==> config.mk <==
export PLATFORM = sky130hd
export DESIGN_NAME = cigar_word_to_text
export DESIGN_NICKNAME = d
export VERILOG_FILES = /design/src/sv/cwt_pkg.sv /design/src/sv/cwt_dabble.sv /design/src/sv/cwt_emit.sv /design/src/sv/cigar_word_to_text.sv
export SDC_FILE = /design/constraint.sdc
export NUM_CORES = 1
export LEC_CHECK = 0
export ABC_CLOCK_PERIOD_IN_PS = 2100
export BUFFER_PORTS_ARGS = -buffer_cell sky130_fd_sc_hd__buf_2
export CAP_MARGIN = 20
export CORE_AREA = 2 2 112 114
export CTS_CLUSTER_SIZE = 24
export DETAILED_ROUTE_END_ITERATION = 12
export DIE_AREA = 0 0 114 116
export GPL_ROUTABILITY_DRIVEN = 1
export MAX_ROUTING_LAYER = met4
export PLACE_DENSITY = 0.83
export SYNTH_ARGS = -nofsm -noshare
export SYNTH_HDL_FRONTEND = slang
export SYNTH_SLANG_ARGS = --single-unit
export TNS_END_PERCENT = 10
==> constraint.sdc <==
create_clock -name clk -period 2.1 [get_ports clk]
set_clock_uncertainty 0.2 [all_clocks]
set_input_delay 0.525 -clock clk [delete_from_list [all_inputs] [get_ports clk]]
set_output_delay 0.525 -clock clk [all_outputs]
set_load 0.005 [all_outputs]
==> src/sv/cwt_pkg.sv <==
`timescale 1ns / 1ps
// ----------------------------------------------------------------------------
// cwt_pkg
// Shared types, character codes and the operation letter lookup for the
// cigar word to text converter.
// ----------------------------------------------------------------------------
package cwt_pkg;

	localparam int RUN_LENGTH_W = 28;
	localparam int OP_W         = 4;
	localparam int CHAR_W       = 7;
	localparam int NUM_OPS      = 10;

	localparam logic [OP_W-1:0]   OP_MAX     = 4'd9;
	localparam logic [CHAR_W-1:0] ASCII_ZERO = 7'h30;
	localparam logic [CHAR_W-1:0] ASCII_NINE = 7'h39;
	localparam logic [CHAR_W-1:0] ASCII_QMARK = 7'h3F;

	// M I D N S H P = X B
	localparam logic [CHAR_W-1:0] OP_LETTERS [NUM_OPS] = '{
		7'h4D, 7'h49, 7'h44, 7'h4E, 7'h53, 7'h48, 7'h50, 7'h3D, 7'h58, 7'h42
	};

	typedef struct packed {
		logic [OP_W-1:0] op_code;
		logic            final_element;
	} cwt_meta_t;

	function automatic logic op_is_bad(input logic [OP_W-1:0] op);
		return op > OP_MAX;
	endfunction

	function automatic logic [CHAR_W-1:0] op_char(input logic [OP_W-1:0] op);
		logic [CHAR_W-1:0] ch;
		if (op_is_bad(op)) begin
			ch = ASCII_QMARK;
		end else begin
			ch = OP_LETTERS[op];
		end
		return ch;
	endfunction

endpackage

==> src/sv/cwt_dabble.sv <==
`timescale 1ns / 1ps
// ----------------------------------------------------------------------------
// cwt_dabble
// Bit-serial binary to BCD converter: shift-and-add-3, one length bit per
// cycle, result held until the emitter takes it.
// ----------------------------------------------------------------------------
module cwt_dabble #(
	parameter int LENGTH_BITS = 28,
	parameter int DIGITS      = 9
) (
	input  logic                   clk,
	input  logic                   arst_n,
	input  logic                   start,
	input  logic [LENGTH_BITS-1:0] length_in,
	input  cwt_pkg::cwt_meta_t     meta_in,
	output logic                   idle,
	output logic                   bcd_valid,
	input  logic                   bcd_take,
	output logic [4*DIGITS-1:0]    bcd,
	output cwt_pkg::cwt_meta_t     meta
);
	import cwt_pkg::*;

	localparam int BCD_W = 4 * DIGITS;
	localparam int CNT_W = (LENGTH_BITS > 1) ? $clog2(LENGTH_BITS) : 1;

	typedef enum logic [1:0] {
		ST_IDLE,
		ST_SHIFT,
		ST_HOLD
	} state_t;

	state_t             state_q;
	logic [LENGTH_BITS-1:0] bin_q;
	logic [BCD_W-1:0]   bcd_q;
	logic [CNT_W-1:0]   cnt_q;
	cwt_meta_t          meta_q;
	logic [BCD_W-1:0]   corr;
	logic               digits_ok;

	// add 3 to every digit of 5 or more before the shift
	always_comb begin
		corr      = bcd_q;
		digits_ok = 1'b1;
		for (int i = 0; i < DIGITS; i++) begin
			if (bcd_q[4*i +: 4] >= 4'd5) begin
				corr[4*i +: 4] = bcd_q[4*i +: 4] + 4'd3;
			end
			if (bcd_q[4*i +: 4] > 4'd9) begin
				digits_ok = 1'b0;
			end
		end
	end

	always_ff @(posedge clk or negedge arst_n) begin
		if (!arst_n) begin
			state_q <= ST_IDLE;
			bin_q   <= '0;
			bcd_q   <= '0;
			cnt_q   <= '0;
			meta_q  <= '0;
		end else begin
			unique case (state_q)
				ST_IDLE: begin
					if (start) begin
						bin_q   <= length_in;
						meta_q  <= meta_in;
						bcd_q   <= '0;
						cnt_q   <= CNT_W'(LENGTH_BITS - 1);
						state_q <= ST_SHIFT;
					end
				end
				ST_SHIFT: begin
					bin_q <= bin_q << 1;
					bcd_q <= {corr[BCD_W-2:0], bin_q[LENGTH_BITS-1]};
					cnt_q <= cnt_q - CNT_W'(1);
					if (cnt_q == '0) begin
						state_q <= ST_HOLD;
					end
				end
				ST_HOLD: begin
					if (bcd_take) begin
						state_q <= ST_IDLE;
					end
				end
				default: state_q <= ST_IDLE;
			endcase
		end
	end

	assign idle      = (state_q == ST_IDLE);
	assign bcd_valid = (state_q == ST_HOLD);
	assign bcd       = bcd_q;
	assign meta      = meta_q;

	a_start_shifts: assert property (@(posedge clk) disable iff (!arst_n)
		start && idle |=> state_q == ST_SHIFT && cnt_q == CNT_W'(LENGTH_BITS - 1))
		else $error("converter did not begin shifting after start");

	a_digits_decimal: assert property (@(posedge clk) disable iff (!arst_n)
		bcd_valid |-> digits_ok)
		else $error("converted result holds a non-decimal digit");

	a_hold_until_taken: assert property (@(posedge clk) disable iff (!arst_n)
		bcd_valid && !bcd_take |=> bcd_valid && $stable(bcd_q))
		else $error("held result changed before it was taken");

endmodule

==> src/sv/cwt_emit.sv <==
`timescale 1ns / 1ps
// ----------------------------------------------------------------------------
// cwt_emit
// Digit shifter: drops leading zeros, then sends one ASCII digit per beat,
// most significant first, followed by the operation letter.
// ----------------------------------------------------------------------------
module cwt_emit #(
	parameter int DIGITS = 9
) (
	input  logic                         clk,
	input  logic                         arst_n,
	input  logic                         load_valid,
	output logic                         load_ready,
	input  logic [4*DIGITS-1:0]          load_bcd,
	input  cwt_pkg::cwt_meta_t           load_meta,
	output logic                         out_valid,
	input  logic                         out_ready,
	output logic [cwt_pkg::CHAR_W-1:0]   char_code,
	output logic                         last_of_run,
	output logic                         end_of_record,
	output logic                         bad_op
);
	import cwt_pkg::*;

	localparam int BCD_W = 4 * DIGITS;
	localparam int REM_W = $clog2(DIGITS + 1);

	typedef enum logic [1:0] {
		ST_EMPTY,
		ST_SKIP,
		ST_DIGIT,
		ST_LETTER
	} state_t;

	state_t           state_q;
	logic [BCD_W-1:0] dig_q;
	logic [REM_W-1:0] rem_q;
	cwt_meta_t        meta_q;
	logic [3:0]       top_digit;
	logic             one_left;

	assign top_digit = dig_q[BCD_W-1 -: 4];
	assign one_left  = (rem_q == REM_W'(1));

	always_ff @(posedge clk or negedge arst_n) begin
		if (!arst_n) begin
			state_q <= ST_EMPTY;
			dig_q   <= '0;
			rem_q   <= '0;
			meta_q  <= '0;
		end else begin
			unique case (state_q)
				ST_EMPTY: begin
					if (load_valid) begin
						dig_q   <= load_bcd;
						meta_q  <= load_meta;
						rem_q   <= REM_W'(DIGITS);
						state_q <= ST_SKIP;
					end
				end
				ST_SKIP: begin
					// keep at least one digit so zero prints as '0'
					if (top_digit == 4'd0 && !one_left) begin
						dig_q <= dig_q << 4;
						rem_q <= rem_q - REM_W'(1);
					end else begin
						state_q <= ST_DIGIT;
					end
				end
				ST_DIGIT: begin
					if (out_ready) begin
						dig_q <= dig_q << 4;
						rem_q <= rem_q - REM_W'(1);
						if (one_left) begin
							state_q <= ST_LETTER;
						end
					end
				end
				ST_LETTER: begin
					if (out_ready) begin
						state_q <= ST_EMPTY;
					end
				end
				default: state_q <= ST_EMPTY;
			endcase
		end
	end

	assign load_ready    = (state_q == ST_EMPTY);
	assign out_valid     = (state_q == ST_DIGIT) || (state_q == ST_LETTER);
	assign last_of_run   = (state_q == ST_LETTER);
	assign end_of_record = last_of_run && meta_q.final_element;
	assign bad_op        = last_of_run && op_is_bad(meta_q.op_code);
	assign char_code     = last_of_run ? op_char(meta_q.op_code)
	                                   : ASCII_ZERO + {3'b000, top_digit};

	a_digit_range: assert property (@(posedge clk) disable iff (!arst_n)
		out_valid && !last_of_run |-> char_code >= ASCII_ZERO && char_code <= ASCII_NINE)
		else $error("digit beat carries a non-digit character");

	a_letter_follows: assert property (@(posedge clk) disable iff (!arst_n)
		state_q == ST_DIGIT && out_ready && one_left |=> last_of_run)
		else $error("letter did not follow the last digit");

	a_no_leading_zero: assert property (@(posedge clk) disable iff (!arst_n)
		$past(state_q == ST_SKIP) && state_q == ST_DIGIT && !one_left
		|-> top_digit != 4'd0)
		else $error("leading zero left in front of a multi-digit run length");

endmodule

==> src/sv/cigar_word_to_text.sv <==
`timescale 1ns / 1ps
// ----------------------------------------------------------------------------
// cigar_word_to_text
// Turns one cigar element (run length, operation code) into its text form:
// decimal digits without leading zeros, then the operation letter.
//
//   channel | handshake            | beat
//   --------+----------------------+--------------------------------------
//   in      | in_valid / in_ready  | run_length, op_code, final_element
//   out     | out_valid / out_ready| char_code, last_of_run, end_of_record,
//           |                      | bad_op (one character per beat)
//
// Each element is accepted into the bit-serial BCD converter, shifted through
// it bit by bit and then held for handoff; the digit shifter then loads it,
// drops leading zeros, sends one beat per digit and then the letter.
// The converter takes the next element while the shifter still sends, so
// conversion of one element overlaps sending of the one before.
// Reset clears both state machines; a stalled output holds the shifter
// and the converter then waits in hold.
// ----------------------------------------------------------------------------
module cigar_word_to_text #(
	parameter int LENGTH_BITS = 28
) (
	input  logic                               clk,
	input  logic                               arst_n,
	input  logic                               in_valid,
	output logic                               in_ready,
	input  logic [cwt_pkg::RUN_LENGTH_W-1:0]   run_length,
	input  logic [cwt_pkg::OP_W-1:0]           op_code,
	input  logic                               final_element,
	output logic                               out_valid,
	input  logic                               out_ready,
	output logic [cwt_pkg::CHAR_W-1:0]         char_code,
	output logic                               last_of_run,
	output logic                               end_of_record,
	output logic                               bad_op
);
	import cwt_pkg::*;

	// decimal digits needed for 2^LENGTH_BITS - 1
	localparam int DIGITS = ((LENGTH_BITS * 1233) >> 12) + 1;

	cwt_meta_t             meta_in;
	cwt_meta_t             meta_cv;
	logic                  cv_idle;
	logic                  bcd_valid;
	logic                  bcd_take;
	logic [4*DIGITS-1:0]   bcd;

	assign meta_in.op_code       = op_code;
	assign meta_in.final_element = final_element;
	assign in_ready              = cv_idle;

	cwt_dabble #(
		.LENGTH_BITS (LENGTH_BITS),
		.DIGITS      (DIGITS)
	) u_dabble (
		.clk       (clk),
		.arst_n    (arst_n),
		.start     (in_valid && in_ready),
		.length_in (run_length[LENGTH_BITS-1:0]),
		.meta_in   (meta_in),
		.idle      (cv_idle),
		.bcd_valid (bcd_valid),
		.bcd_take  (bcd_take),
		.bcd       (bcd),
		.meta      (meta_cv)
	);

	logic load_ready;
	assign bcd_take = bcd_valid && load_ready;

	cwt_emit #(
		.DIGITS (DIGITS)
	) u_emit (
		.clk           (clk),
		.arst_n        (arst_n),
		.load_valid    (bcd_valid),
		.load_ready    (load_ready),
		.load_bcd      (bcd),
		.load_meta     (meta_cv),
		.out_valid     (out_valid),
		.out_ready     (out_ready),
		.char_code     (char_code),
		.last_of_run   (last_of_run),
		.end_of_record (end_of_record),
		.bad_op        (bad_op)
	);

	a_flags_on_letter: assert property (@(posedge clk) disable iff (!arst_n)
		out_valid && (end_of_record || bad_op) |-> last_of_run)
		else $error("record or bad-op flag on a digit beat");

	a_handoff: assert property (@(posedge clk) disable iff (!arst_n)
		bcd_take |=> !bcd_valid && !load_ready)
		else $error("converter to shifter handoff lost or repeated");

	a_stall_holds: assert property (@(posedge clk) disable iff (!arst_n)
		out_valid && !out_ready |=> out_valid && $stable(char_code) && $stable(last_of_run))
		else $error("output beat changed while stalled");

endmodule

## Word level (Yosys, flattened, before mapping)

Memory sizes are Yosys's and may differ from the RTL's.
Index checks and enable logic that the tools add are counted.

- Flip-flop bits (word level): 123
- Memory bits (read-only): 112
- Memories: 1
- Input bits: 37

- Multiplexer cells: 37
- $lt $le $gt $ge: 11
- Bitwise gates (word level): 1
- Add/subtract/negate cells: 12
- Equality and inequality tests: 15
- Reductions and logical operators: 19

Memories:

| name | depth | bits a word | rd ports | clocked after memory_dff | write ports | line | text |
|---|---|---|---|---|---|---|---|
| (name not given) | 16 | 7 | 1 | 0 | 0 | cwt_pkg.sv:38 | `ch = OP_LETTERS[op];` |

Operators with widths:

| kind | number |
|---|---|
| $mux W36 | 4 |
| $pmux W36 S3 | 1 |
| $pmux W36 S2 | 1 |
| $pmux W28 S2 | 1 |
| $mux W4 | 11 |
| $ge A4 B3 Y1 const B | 9 |
| $add A4 B2 Y4 const B | 8 |
| $mux W28 | 1 |
| $mux W7 | 4 |
| $mux W2 | 8 |
| $pmux W4 S3 | 1 |
| $ne A2 B1 Y1 const B | 5 |
| $pmux W5 S2 | 1 |
| $ne A2 B2 Y1 const B | 4 |
| $pmux W2 S4 | 1 |
| $add A6 B4 Y7 const A | 1 |
| $eq A2 B2 Y1 const B | 3 |
| $pmux W2 S3 | 1 |
| $reduce_and A2 Y1 | 3 |
| $ge A5 B5 Y1 const B | 1 |
| $logic_and A1 B1 Y1 | 5 |
| $logic_not A5 Y1 | 1 |
| $mux W5 | 1 |
| $not A4 Y5 | 1 |
| other kinds (16) | 18 |

## Depth between registers and ports, before layout

Gate-level depths: netlist (run 1).

- Word-level depth: 6
- Mapped depth: 7

## Modules after synthesis

Synthesis (run 1) repeated with hierarchy kept, for this count alone.

- Cells, all modules: 613
- Area total of the unflattened synthesis: 6343.6 um2

Modules (own cells, without submodules):

| module | times used | cells an instance | seq. area each (um2) | area each (um2) |
|---|---|---|---|---|
| cwt_dabble | 1 | 359 | 1901.8 | 3731.1 |
| cwt_emit | 1 | 252 | 1176.1 | 2600.0 |
| cigar_word_to_text | 1 | 2 | 0.0 | 12.5 |

## Worst setup path before layout (run 1)

No wires, ideal clock.

- Kind: reg2reg
- Start: reg u_emit.state_q[0]
- End: reg u_emit.dig_q[28]
- Stages on the path, launching flop included: 8
- Period minus slack after synthesis: 2057 ps
- Buffers on the path: 3
- Slack: 43 ps
- Arrival: 1716 ps
- Path through: dfrtp_1 > inv_1 > ha_1 > buf_2 > buf_2 > clkbuf_1 > mux2i_1 > a31oi_1

- Longest elaborated chain between the ends: 3

Ends and longest elaborated chain:

| what | line | text |
|---|---|---|
| start, declared | cwt_emit.sv:35 | `state_t state_q;` |
| start signal, assigned | cwt_emit.sv:47 | `state_q <= ST_EMPTY;` |
| start signal, assigned | cwt_emit.sv:58 | `state_q <= ST_SKIP;` |
| start signal, assigned | cwt_emit.sv:67 | `state_q <= ST_DIGIT;` |
| $eq A2 B1 Y1, or another cell as far along | cwt_emit.sv:52 | `unique case (state_q)` |
| $ne A2 B1 Y1 (no source line), or another cell as far along | n/a |  |
| $reduce_and A4 Y1 (no source line) | n/a |  |
| end signal, assigned | cwt_emit.sv:55 | `dig_q <= load_bcd;` |
| end signal, assigned | cwt_emit.sv:64 | `dig_q <= dig_q << 4;` |
| end signal, assigned | cwt_emit.sv:72 | `dig_q <= dig_q << 4;` |
| end, declared | cwt_emit.sv:36 | `logic [BCD_W-1:0] dig_q;` |

Parallel ways exist; a longest one is shown, timed or not.
A chain may end at the register's enable or synchronous reset.

## Worst setup path in the final report (run 1)

- Start: reg u_emit.meta_q[2] (netlist name)
- End: out char_code[3] (netlist name)

- Longest elaborated chain between the ends: 6

Ends and longest elaborated chain:

| what | line | text |
|---|---|---|
| start, declared | cwt_emit.sv:38 | `cwt_meta_t meta_q;` |
| start signal, assigned | cwt_emit.sv:56 | `meta_q <= load_meta;` |
| $not A4 Y5 (implied by the code) | cwt_pkg.sv:38 |  |
| $mem_v2 Z16 W7 | n/a |  |
| $mux W7 (implied by the code) (2 in series) | cwt_pkg.sv:38 |  |
| $mux W7 * | cwt_pkg.sv:35 | `if (op_is_bad(op)) begin` |
| $mux W7 * | cwt_emit.sv:94 | `assign char_code = last_of_run ? op_char(meta_q.op_code)` |
| end, declared | cigar_word_to_text.sv:33 | `output logic [cwt_pkg::CHAR_W-1:0] char_code,` |

Mark *: on every way between the ends. The rest lies on a longest branch, timed or not. The select of a mux whose other input is x is not followed.

==> reports/results.txt, run 1 <==
The run finished, with violations left. The final reports fail on negative setup slack. The tools report the number of violations of the max-capacitance limit as 0. The H-tree depth was 4. Clock net sink count: 123. Together, buffers and inverters on the worst path number 2. No sink is reached through more buffers than the 2 on the longest clock path. At the end of the flow, the number of nets in the layout was 785. For the design area, the log shows 7721 sq um. The cell family contributing the most delay on the critical path is compound AO/OA/AOI/OAI gates. The maximum cell stage delay along the critical path was 400 ps; the number of inserted filler cells in the final layout was 877.

The area of the core was 11910 sq um. Data arrival at the endpoint of the critical path: 1880 ps. 49 I/O pins were placed. The portion of the clock cycle consumed by the worst path in the final layout was 124.2%.

The first global-routing pass estimated 25.15 mm of wire. The net count after synthesis was 740; the quantity of I/O buffers inserted on ports was 48. Summed over all nets, the half-perimeter wirelength after detailed placement is 9.075 mm.

Standby leakage power: 3.494 nW. The tree is rooted in a sky130_fd_sc_hd__clkbuf_16. After synthesis, the mean cell area works out to 9.641 sq um.

The count of cells in the finished layout, fillers not included, comes to 876. Before antenna repair, the detailed router went through 5 iterations. The worst setup path is captured at an output port. The maximum vdd ir drop is 0.8145 mV. The number of antenna diodes in the final layout is 0. The number of stages on the worst hold path is 3, and the part of the power in the clock network is 19.8%.

Summed over all failing endpoints, the final setup total negative slack is -3362 ps. The relative max-transition margin came out at 56.70%. The category of the most critical setup path is flip-flop to output port. The growth of design area from synthesis to finish came out at 19.18%. The number of antenna violations at the first check in global routing is 0. By area the synthesized netlist is led by sky130_fd_sc_hd__dfrtp_1, sky130_fd_sc_hd__a31oi_1, sky130_fd_sc_hd__ha_1. Based on the critical path, the design can be clocked at up to 0.3835 GHz. Entering global routing, the biggest net connects 68 pins. The critical path startpoint category was a flip-flop.

Measured on the finished design, the core utilization comes to 64.82%. The share of final-layout standard cells stronger than drive strength 1 is 20.44%, and the reported net switching power is 0.005573 W. The largest total area in the synthesized netlist belongs to sky130_fd_sc_hd__dfrtp_1. After detailed placement, the design holds a cell count of 840. The congestion estimate from routability-driven global placement came to 0.8850. Buffers inserted during clock tree synthesis total 17. Summed over all layers, the routed wires come to 14.99 mm. Per report_power, the sequential group accounts for 32.3% of the total.

The number of instances in the synthesized netlist is 672, and the met1 track utilization from global routing is 28.63%. The slew at the pin with the worst max-slew slack came out at 649.5 ps. The worst path required time came out at 1370 ps. TritonCTS built the clock tree.

The hold slack was 104.4 ps. The final worst slack was -507.4 ps; the full die area was 13220 sq um. The register bit count reported by yosys came out at 123. Setup violations remaining at the end of the flow were counted as 11.

In the global route stage, met3 resource usage came out at 5.544%. The tools report the via count of the first global-routing pass as 5338. After synthesis the cells add up to 6479 sq um.

The global-route usage over all layers came out at 24.74%. In this run the worst hold path is classified as input port to flip-flop. The number of remaining DRC errors was 0.

The met2 demand-to-capacity share in global routing is 41.55%, and the clock-pin slew of the registers on the worst-case setup and hold paths is 50 ps. The logs give 3223 sq um for the area used by multi-input combinational logic and 6965 sq um for the cell area after placement. Setup repair after global routing could not meet its margin everywhere.

In this run, synthesis inferred 0 flip-flops with an integrated enable. The worst reg-to-reg path cell count is 7, and the proportion of synthesized flip-flops having asynchronous set or reset is 100.0%. In the post-synthesis netlist, the cell with the most instances is sky130_fd_sc_hd__dfrtp_1.

The final hold violation count came out at 0. Of all nets on the critical path, the largest fanout is 4. The floorplan has 40 rows. The count of nets left with antenna violations once routing finished came out at 0. Walking the worst path, the cells encountered are buf_6 -> ha_4 -> nor3b_1 -> a31oi_1 -> o21ai_1 -> a31oi_1 -> buf_2.

The worst-path cell with the longest stage delay was sky130_fd_sc_hd__dfrtp_1. By count the netlist is led by sky130_fd_sc_hd__dfrtp_1, sky130_fd_sc_hd__nand2_1, sky130_fd_sc_hd__a31oi_1, sky130_fd_sc_hd__a21oi_1, sky130_fd_sc_hd__nor2_1. The instance count on the critical path works out to 7.

The unique cell type count in the Yosys netlist is 46, and the power per cell area is 1788 nW/um^2. The clock latency of the later-clocked register in the worst-skew pair came out at 420 ps. The busiest layer in global routing was met2.

In this run the horizontal extent of the chip is 114 um. Counting stages on the worst path, the most repeated cell is sky130_fd_sc_hd__a31oi_1. The average routed wire per standard cell came out at 17.11 um. The max-slew violation count is 0. For this run the aggregate overflow at the end of global routing stands at 0.

Total via count after detailed routing: 5287. The logs give 47.9% for the relative contribution of combinational cells to total power and 0.008235 W for the internal cell power. The yosys synthesis warning count was 0.

In the routed layout, each cell is associated on average with a via count of 6.035. For the finished layout, the period the worst path requires is 2607 ps. Switching power share of the total: 40.36%.

Summing the sequential cell areas from Yosys gives 47.51% of the chip area. Registers take 3079 sq um. The run gives 54.39% as the effective utilization at floorplan. The die extent in y was 116 um; the portion of synthesized cell area occupied by the leading cell type was 47.51%. The top flip-flop cell by instance count after synthesis is sky130_fd_sc_hd__dfrtp_1. After the first detailed-routing iteration, the DRC count stood at 335.
-- through the flow --
step / worst slack [ps] / total power (W)
after global routing: -565.5 / 0.01473
after global placement: 6.281 / 0.01014
final: -507.4 / 0.01381
after detailed placement: -92.25 / 0.01064
after floorplan: 43.03 / 0.008954
after CTS: -401.4 / 0.01368
-- per-layer routing --
metal / routed length, um / part of all wire [%]
met3: 715 / 4.8
met2: 7765 / 52
met4: 334 / 2.2
met5: 0 / 0
met1: 6176 / 41
-- cell families after synthesis --
group / Yosys count / share of synthesized area [%]
simple gates: 184 / 12.61
compound gates: 183 / 17.86
flops: 123 / 47.51
buf+inv: 79 / 4.925
mux: 54 / 8.671
fa+ha+maj: 31 / 5.987
xor+xnor: 18 / 2.433
-- flip-flops by register name (all words and copies together) (netlist names) --
name	count
u_emit.state_q	2
u_dabble.state_q	2
u_dabble.bin_q	28
u_emit.dig_q	36
u_dabble.meta	5
u_dabble.bcd	36
u_dabble.cnt_q	5
u_emit.meta_q	5
u_emit.rem_q	4
-- worst register-to-register path: stages, from the launching register on --
cell                       delay [ps]
sky130_fd_sc_hd__dfrtp_1          400
sky130_fd_sc_hd__buf_6            120
sky130_fd_sc_hd__inv_2             60
sky130_fd_sc_hd__ha_2             200
sky130_fd_sc_hd__a221oi_4         340
sky130_fd_sc_hd__buf_12           310
sky130_fd_sc_hd__and4b_1          260
sky130_fd_sc_hd__a221o_1          150
-- placed cells by master, fill, tap and decap left out, drive strengths merged, types with 27 or more instances in the layout --
| master | netlist | layout |
|---|---|---|
| dfrtp | 123 | 123 |
| nand3 | 27 | 27 |
| inv | 31 | 31 |
| a31oi | 62 | 62 |
| ha | 31 | 31 |
| buf | 19 | 73 |
| a21oi | 45 | 45 |
| nor2 | 40 | 40 |
| o21ai | 34 | 34 |
| nand2 | 87 | 87 |
| mux2i | 37 | 37 |
-- final cells by class --
type,instances,share of cell area [%]
clock inverter,8,0.8751
multi-input combinational,470,41.74
sequential,123,39.88
inverter,31,1.507
tap,147,2.382
clock buffer,23,6.320
timing repair buffer,74,7.292
-- what timing repair did --
action / in CTS / in global routing
pin swaps: 7 / 8
hold buffers: 1 / 0
setup endpoints to repair: 17 / 50
hold endpoints to repair: 22 / 0
gates resized for setup: 28 / 12
buffers inserted: 3 / 1
-- power groups by stage --
stage                     logic (W)  clock network, W  registers (W)
after global placement      0.00581                 0        0.00432
after global routing        0.00726           0.00287        0.00460
after detailed placement    0.00623                 0        0.00441
after floorplan             0.00483                 0        0.00412
final                       0.00661           0.00274        0.00446
after CTS                   0.00649           0.00276        0.00442
-- worst paths after layout --
path | start | to | slack [ps]
worst max-delay path | u_emit.meta_q[2]$_DFFE_PN0P_ | char_code[3] | -510
worst max register to register | u_emit.state_q[0]$_DFFE_PN0P_ | u_emit.rem_q[2]$_DFFE_PN0P_ | 0
worst min-delay path | run_length[0] | u_dabble.bin_q[0]$_DFFE_PN0P_ | 100
worst min register to register | u_dabble.meta[3]$_DFFE_PN0P_ | u_dabble.meta[3]$_DFFE_PN0P_ | 280
max in group asynchronous | arst_n | u_emit.dig_q[16]$_DFFE_PN0P_ | 760
min in group asynchronous | arst_n | u_dabble.bin_q[22]$_DFFE_PN0P_ | 360
(Power assumes the default switching activity.)
==> inputs of run 2 (changes only) <==
--- a/config.mk
+++ b/config.mk
@@ -5,7 +5,7 @@
 export SDC_FILE = /design/constraint.sdc
 export NUM_CORES = 1
 export LEC_CHECK = 0
-export ABC_CLOCK_PERIOD_IN_PS = 2100
+export ABC_CLOCK_PERIOD_IN_PS = 3100
 export BUFFER_PORTS_ARGS = -buffer_cell sky130_fd_sc_hd__buf_2
 export CAP_MARGIN = 20
 export CORE_AREA = 2 2 112 114
@@ -14,7 +14,7 @@
 export DIE_AREA = 0 0 114 116
 export GPL_ROUTABILITY_DRIVEN = 1
 export MAX_ROUTING_LAYER = met4
-export PLACE_DENSITY = 0.83
+export PLACE_DENSITY = 0.8
 export SYNTH_ARGS = -nofsm -noshare
 export SYNTH_HDL_FRONTEND = slang
 export SYNTH_SLANG_ARGS = --single-unit
==> constraint.sdc (replaced) <==
create_clock -name clk -period 3.1 [get_ports clk]
set_clock_uncertainty 0.2 [all_clocks]
set_input_delay 0.775 -clock clk [delete_from_list [all_inputs] [get_ports clk]]
set_output_delay 0.775 -clock clk [all_outputs]
set_load 0.005 [all_outputs]
==> run 2 against run 1 <==
The flow now finishes without violations. Global-route usage fell by 1.9 points. Die area is the same. Critical path depth unchanged. Final area is 4.0% lower. Critical path type unchanged.
==> reports/results.txt, run 2 (synthesized netlist as in run 1, its figures left out) <==
The run finished with clean final reports. The hold-fix buffer count after cts came out at 0. Clock tree synthesis selected as its root buffer the cell sky130_fd_sc_hd__clkbuf_16.

The tools report the number of remaining DRC errors as 0. The first global-routing pass estimated 23.32 mm of wire. STA puts the critical path data arrival time at 1900 ps. In this run the cell area measured after placement is 6845 sq um. In this run the tool buffered the top-level ports with 48 buffer cells. The initialized floorplan defines 40 standard-cell rows.

After detailed routing, the average wire length per cell comes to 15.72 um. Of the cells placed in the final design, the portion with a size suffix greater than 1 is 16.55%. The maximum number of pins on one net before global-route repair is 62.

The tree built by TritonCTS fans out to 123 sinks. The via count of the first global-routing pass was 5153; the half-perimeter wire length after detailed placement was 8.849 mm. Leaving out fill and tap cells, the most frequent cell in the layout is sky130_fd_sc_hd__dfrtp_1. The tools report the count of routing violations after the opening detailed-route iteration as 318. Detailed routing inserted a total of 5087 vias.

The logs give 4 for the first-pass detailed-route iteration total and 22.86% for the global-route usage over all layers. Hold is met by 164.1 ps. Summed over all nets, wire length on met3 after detailed routing comes to 460 um. Compared with the post-synthesis result, the final layout area differs by 14.43%. The effective utilization at floorplan was 54.39%. After detailed routing, the total wire length is 13.61 mm. In the final timing run, aggregate negative setup slack is 0 ps. The tools report the H-tree depth as 4.

The worst setup path is launched from a flip-flop. The design area came out at 7413 sq um. The run gives 0 as the count of antenna-violating nets left after detailed routing. The detailed-route vias per instance works out to 5.874. Die extent in y: 116 um. The largest driver fanout on the critical path is 9. Setup repair after global routing left no endpoint under its margin. The die is 114 um wide. The max-slew violation count was 0; the remaining global-route overflow was 0.

Clock tree synthesis inserted a total of 17 buffers. The logs give 5.966 mm for the met1 layer wirelength in the final routing and 420 ps for the clock latency of the later-clocked register in the worst-skew pair. The count of inserted antenna diode cells is 0, and the power per cell area is 1202 nW/um^2. The tools report the final hold violation count as 0. Critical path endpoint category: an output port.

Across the VDD grid, the largest voltage drop is 0.7156 mV. The post-route minimum period was 2880 ps; the buffer depth of the longest clock path was 2. Relative max-transition margin: 55.99%. The critical path is of the flip-flop to output port type. The area of the core came out at 11910 sq um. TritonCTS built the clock tree. In the detailed route, the total length drawn on met2 is 6.906 mm.

The highest clock frequency the design can meet was 0.3473 GHz. In this run the count of I/O pins placed on the die edge is 49. The number of violations of the max-capacitance limit is 0, and the number of antenna violations at the first check in global routing is 0. At the end of routability-driven placement, the weighted congestion stood at 0.8456.

The detailed router used layers up to and including met4. For this run, the post-layout net count is 774. After layout, the worst path uses 92.89% of the clock period. Worst path required time: 2120 ps. In the layout the commonest cells are sky130_fd_sc_hd__dfrtp_1, sky130_fd_sc_hd__nand2_1, sky130_fd_sc_hd__a31oi_1, sky130_fd_sc_hd__buf_2, sky130_fd_sc_hd__a21oi_1.

The floorplan step defined a die boundary enclosing 13220 sq um. The clock-pin slew of the registers on the worst-case setup and hold paths was 50 ps. The analysis attributes to cell leakage a power of 3.396 nW. The number of setup violations in the final report is 0. For the pin with the worst max-slew slack, the measured transition is 660.1 ps. The path type of the worst min-delay path was input port to asynchronous set/reset pin.
==> run 2: changes by cell type in the layout (fill, tap and decap cells not counted), moves of 3 or more <==
| cell | change |
|---|---|
| sky130_fd_sc_hd__buf_6 | -8 |
| sky130_fd_sc_hd__o21ai_1 | -3 |
| sky130_fd_sc_hd__inv_1 | +3 |
| sky130_fd_sc_hd__a21oi_2 | -3 |
| sky130_fd_sc_hd__inv_2 | -3 |
| sky130_fd_sc_hd__ha_4 | -5 |
| sky130_fd_sc_hd__ha_1 | +6 |
| sky130_fd_sc_hd__o21ai_0 | +3 |
| sky130_fd_sc_hd__buf_12 | -6 |
| sky130_fd_sc_hd__a21oi_1 | +3 |
==> run 2: final timing paths <==
| path | from | to | depth (start not counted) | slack, ps |
|---|---|---|---|---|
| worst max-delay path | u_emit.meta_q[1]$_DFFE_PN0P_ | char_code[5] | 7 | 220 |
| min in group clk | u_dabble.meta[0]$_DFFE_PN0P_ | u_dabble.meta[0]$_DFFE_PN0P_ | 2 | 270 |
| worst min-delay path | arst_n | u_dabble.bin_q[23]$_DFFE_PN0P_ | 1 | 160 |
| worst min register to register | u_dabble.meta[0]$_DFFE_PN0P_ | u_dabble.meta[0]$_DFFE_PN0P_ | 2 | 270 |
| max in group asynchronous | arst_n | u_emit.meta_q[1]$_DFFE_PN0P_ | 2 | 1850 |
| worst max register to register | u_emit.rem_q[1]$_DFFE_PN0P_ | u_emit.dig_q[2]$_DFFE_PN0P_ | 7 | 750 |
==> run 2: timing repair <==
action / in CTS / in global routing
setup buffers: 0 / 0
gates resized for setup: 0 / 2
endpoints found under the hold margin: 0 / 0
setup endpoints to repair: 0 / 4
==> run 2: cell type report <==
cell class | count | area [sq um]
well taps | 147 | 183.9
inverters | 31 | 116.4
fillers | 939 | 4498
repair buffers | 63 | 367.9
clock inverters | 9 | 95.09
flip-flops and latches | 123 | 3079
multi-input cells | 470 | 3103
clock buffers | 23 | 467.9
==> run 2: per-layer routing <==
metal  vias up  GRT usage (%)
met5         -              -
met2       117          38.21
li1       2449              -
met4         0          9.756
met1      2494          26.73
met3        27          5.126
==> run 2: report_power, final <==
part	switching [W]	total, W	internal [W]
clock	0.000669	0.00188	0.00121
sequential	0.000606	0.00298	0.00238
combinational	0.00225	0.00404	0.00179
total	0.00352	0.00891	0.00539
==> run 2: worst max-delay path, stage by stage (launching register included) <==
cell	delay, ps
sky130_fd_sc_hd__dfrtp_2	460
sky130_fd_sc_hd__inv_1	140
sky130_fd_sc_hd__ha_1	190
sky130_fd_sc_hd__nor2_1	70
sky130_fd_sc_hd__o21ai_2	230
sky130_fd_sc_hd__nand2_1	110
sky130_fd_sc_hd__a21o_1	180
sky130_fd_sc_hd__buf_2	120
==> run 2: through the flow <==
step                instances  setup WS [ps]  utilization [%]  total power, W
finish                    866          220.4            62.24        0.008909
global route              866          65.72            62.24        0.009616
CTS                       866          54.15            62.20        0.008954
detailed placement        834          493.3            57.47        0.007003
global placement          834          640.7            57.47        0.006706
floorplan                 672          823.4                -        0.006066
==> inputs of run 3 (changes only) <==
--- a/config.mk
+++ b/config.mk
@@ -6,15 +6,15 @@
 export NUM_CORES = 1
 export LEC_CHECK = 0
 export ABC_CLOCK_PERIOD_IN_PS = 3100
-export BUFFER_PORTS_ARGS = -buffer_cell sky130_fd_sc_hd__buf_2
 export CAP_MARGIN = 20
 export CORE_AREA = 2 2 112 114
 export CTS_CLUSTER_SIZE = 24
 export DETAILED_ROUTE_END_ITERATION = 12
 export DIE_AREA = 0 0 114 116
+export DONT_BUFFER_PORTS = 1
 export GPL_ROUTABILITY_DRIVEN = 1
 export MAX_ROUTING_LAYER = met4
-export PLACE_DENSITY = 0.8
+export PLACE_DENSITY = 0.76
 export SYNTH_ARGS = -nofsm -noshare
 export SYNTH_HDL_FRONTEND = slang
 export SYNTH_SLANG_ARGS = --single-unit
==> constraint.sdc (replaced) <==
create_clock -name clk -period 3.1 [get_ports clk]
set_clock_uncertainty 0.2 [all_clocks]
set_input_delay 0.62 -clock clk [delete_from_list [all_inputs] [get_ports clk]]
set_output_delay 0.62 -clock clk [all_outputs]
set_load 0.005 [all_outputs]
==> run 3 against run 2 <==
The run now ends with negative hold slack left. Combinational power down 1%. Sequential power about the same. Final area down 2.8%. Register-to-register slack about the same. Clock power up 13%. Clock-buffer cell count up 2. Fmax up 2.4%. Core utilization down 1.8 points. Critical path type unchanged. Highest routed layer unchanged.
==> reports/results.txt, run 3 (synthesized netlist as in run 1, its figures left out) <==
The final reports fail on negative hold slack. The die extent in y is 116 um, and the max-slew violation count is 0. In the layout the commonest cells are sky130_fd_sc_hd__dfrtp_1, sky130_fd_sc_hd__nand2_1, sky130_fd_sc_hd__a31oi_1, sky130_fd_sc_hd__a21oi_1, sky130_fd_sc_hd__nor2_1. The placer congestion estimate was 0.7757.

The logs give 722 for the layout net count and 0 for the number of setup violations in the final report. The largest driver fanout on the critical path was 9. The combined buffer and inverter count along the critical path is 1. The average routed wire per standard cell came out at 16.70 um.

The tools report the launch point of the worst path as u_emit.meta_q[1]$_DFFE_PN0P_. Setup total negative slack on the finished layout was measured at 0 ps. Of the cells placed in the final design, the portion with a size suffix greater than 1 is 9.745%.

Maximum number of pins on one net before global-route repair: 124. In this run the core area contains 40 standard-cell rows. The tools report the hold slack as -302.3 ps. The growth of design area from synthesis to finish is 11.18%, and the number of remaining DRC errors is 0. Global routing used 23.01% of the available tracks across all layers. Measured on the finished design, the core utilization comes to 60.47%. The root buffer cell chosen for the clock tree is sky130_fd_sc_hd__clkbuf_16.

The buffer depth of the longest clock path was 2; the via count of the first global-routing pass was 5038. Summed over all layers, the global routing overflow is 0. Post-CTS timing repair inserted 0 buffers for setup. In this run the critical register-to-register path is launched from u_emit.dig_q[35]$_DFFE_PN0P_. Counting every sink on the clock net gives 123. The count of routing violations after the opening detailed-route iteration is 219, and the highest clock frequency the design can meet is 0.3556 GHz. The first global-routing pass estimated 23.34 mm of wire.

Dividing total power by cell area gives a power density of 1261 nW/um^2. The run gives 740 ps as the setup slack of the most critical reg-to-reg path. The post-cts gate resize count was 0.

The logs give 0.009087 W for the total power consumption of the routed design and 1990 ps for the data arrival at the endpoint of the critical path. Setup repair after global routing left no endpoint under its margin. Following the worst setup path forward leads to its endpoint at char_code[2].

For the final hold violation count, the log shows 123. Traced cell by cell, the critical path runs through inv_1 -> ha_1 -> nor2_1 -> o21ai_1 -> o211ai_1 -> o21a_1. The category of the most critical setup path is flip-flop to output port. CTS built an H-tree with a depth of 4. In this run the tool buffered the top-level ports with 0 buffer cells. The region available for standard cell placement spans 11910 sq um.

For this design the top-level I/O count stands at 49. STA classifies the critical path startpoint as a flip-flop. Dividing the detail-routed via count by the number of cells gives 6.029. The relative max-transition margin is 38.55%, and the placed instance count is 782.

The slew at the pin with the worst max-slew slack was 921.8 ps. The first TritonRoute pass finished after 4 iterations. The number of clock buffers added by TritonCTS is 17.

The kind of cell with the highest combined delay along the critical path is compound AO/OA/AOI/OAI gates. The logs give 0 for the number of violations of the max-capacitance limit and 0 for the number of antenna violations at the first check in global routing. The analysis attributes to cell leakage a power of 3.213 nW.

Die extent in x: 114 um. In this run the critical register-to-register path is captured at u_emit.rem_q[2]$_DFFE_PN0P_. The logs give 4908 for the total via count after detailed routing and 420 ps for the clock latency of the later-clocked register in the worst-skew pair.

TritonCTS built the clock tree. The library cell used most frequently in the layout, excluding fill and tap cells, is sky130_fd_sc_hd__dfrtp_1. The worst hold path belongs to the class input port to asynchronous set/reset pin. Clock-pin slew was measured on the worst setup and hold paths at 60 ps. The critical path crosses 6 cells after its start point. For the worst setup path, the data required time is 2280 ps. Once the floorplan was initialized, standard cells occupied 54.39% of the core.

The finished layout holds 814 standard cells, fillers aside. The portion of the clock cycle consumed by the worst path in the final layout works out to 90.71%. Once detail routing completed, the nets flagged for antenna violations numbered 0. The total detailed-routing wirelength was 13.59 mm. The count of inserted antenna diode cells is 0. The flow ran to the end, but the final reports show violations.

The worst reg-to-reg path cell count works out to 5. The slowest stage of the critical path belongs to the cell sky130_fd_sc_hd__dfrtp_1. STA classifies the critical path endpoint as an output port.

Across the VDD grid, the largest voltage drop is 0.6229 mV. The post-route minimum period was 2812 ps; the full die area was 13220 sq um. The largest single stage delay on the critical path is 470 ps. The wire-length estimate of the detail-placed layout is 8.437 mm.
run 3: cell count changes in the layout (fill, tap and decap cells not counted):
| cell | before | now |
|---|---|---|
| sky130_fd_sc_hd__buf_2 | 47 | 0 |
| sky130_fd_sc_hd__buf_4 | 15 | 10 |
| sky130_fd_sc_hd__bufinv_16 | 2 | 4 |
| sky130_fd_sc_hd__clkbuf_8 | 2 | 4 |
| sky130_fd_sc_hd__clkinv_2 | 7 | 3 |
| sky130_fd_sc_hd__dfrtp_1 | 122 | 123 |
| sky130_fd_sc_hd__dfrtp_2 | 1 | 0 |
| sky130_fd_sc_hd__o21ai_1 | 0 | 1 |
| sky130_fd_sc_hd__o21ai_2 | 1 | 0 |
run 3: worst register-to-register path: cells and delay by family, from the launching register on:
kind / cells / cell delay [ps]
flip-flops: 1 / 410
AND/OR/NAND/NOR: 2 / 780
buffers and inverters: 1 / 300
AO/OA/AOI/OAI: 2 / 550
run 3: layout make-up:
type                            instances  area, sq um
Clock buffer                           25        495.5
Clock inverter                          7        135.1
Fill cell                             967         4708
Inverter                               31        116.4
Multi-Input combinational cell        470         3099
Sequential cell                       123         3078
Tap cell                              147        183.9
Timing Repair Buffer                   11        95.09
run 3: routing by layer:
layer / global-route usage [%] / wire length, um / part of all wire [%] / up-vias
met5: - / 0 / 0 / -
met4: 8.862 / 267 / 2.0 / 0
met3: 5.649 / 502 / 3.7 / 31
met2: 38.13 / 6800 / 50 / 101
met1: 27.29 / 6023 / 44 / 2431
li1: - / - / - / 2345
run 3: worst min-delay path by stage:
| stage | start | end |
|---|---|---|
| 6_report | arst_n | u_dabble.bin_q[22]$_DFFE_PN0P_ |
| 5_1_grt | arst_n | u_dabble.bin_q[21]$_DFFE_PN0P_ |
| 4_1_cts | arst_n | u_dabble.bin_q[22]$_DFFE_PN0P_ |
| 3_5_place_dp | arst_n | u_dabble.bin_q[22]$_DFFE_PN0P_ |
| 3_3_place_gp | arst_n | u_dabble.bin_q[23]$_DFFE_PN0P_ |
| 2_1_floorplan | arst_n | u_dabble.bcd[0]$_DFFE_PN0P_ |
run 3: where the power goes:
group          total, W  switching, W  internal (W)  leakage [nW]
sequential      0.00298      0.000601       0.00238          1.46
clock           0.00212      0.000696       0.00143         0.311
combinational   0.00398       0.00224       0.00175          1.44
run 3: per-stage QoR:
stage	setup slack [ps]	cell area, sq um
2_1_floorplan	978.4	6479
3_3_place_gp	786.5	6573
3_5_place_dp	728.9	6573
4_1_cts	278.2	7203
5_1_grt	60.80	7203
6_report	288.0	7203
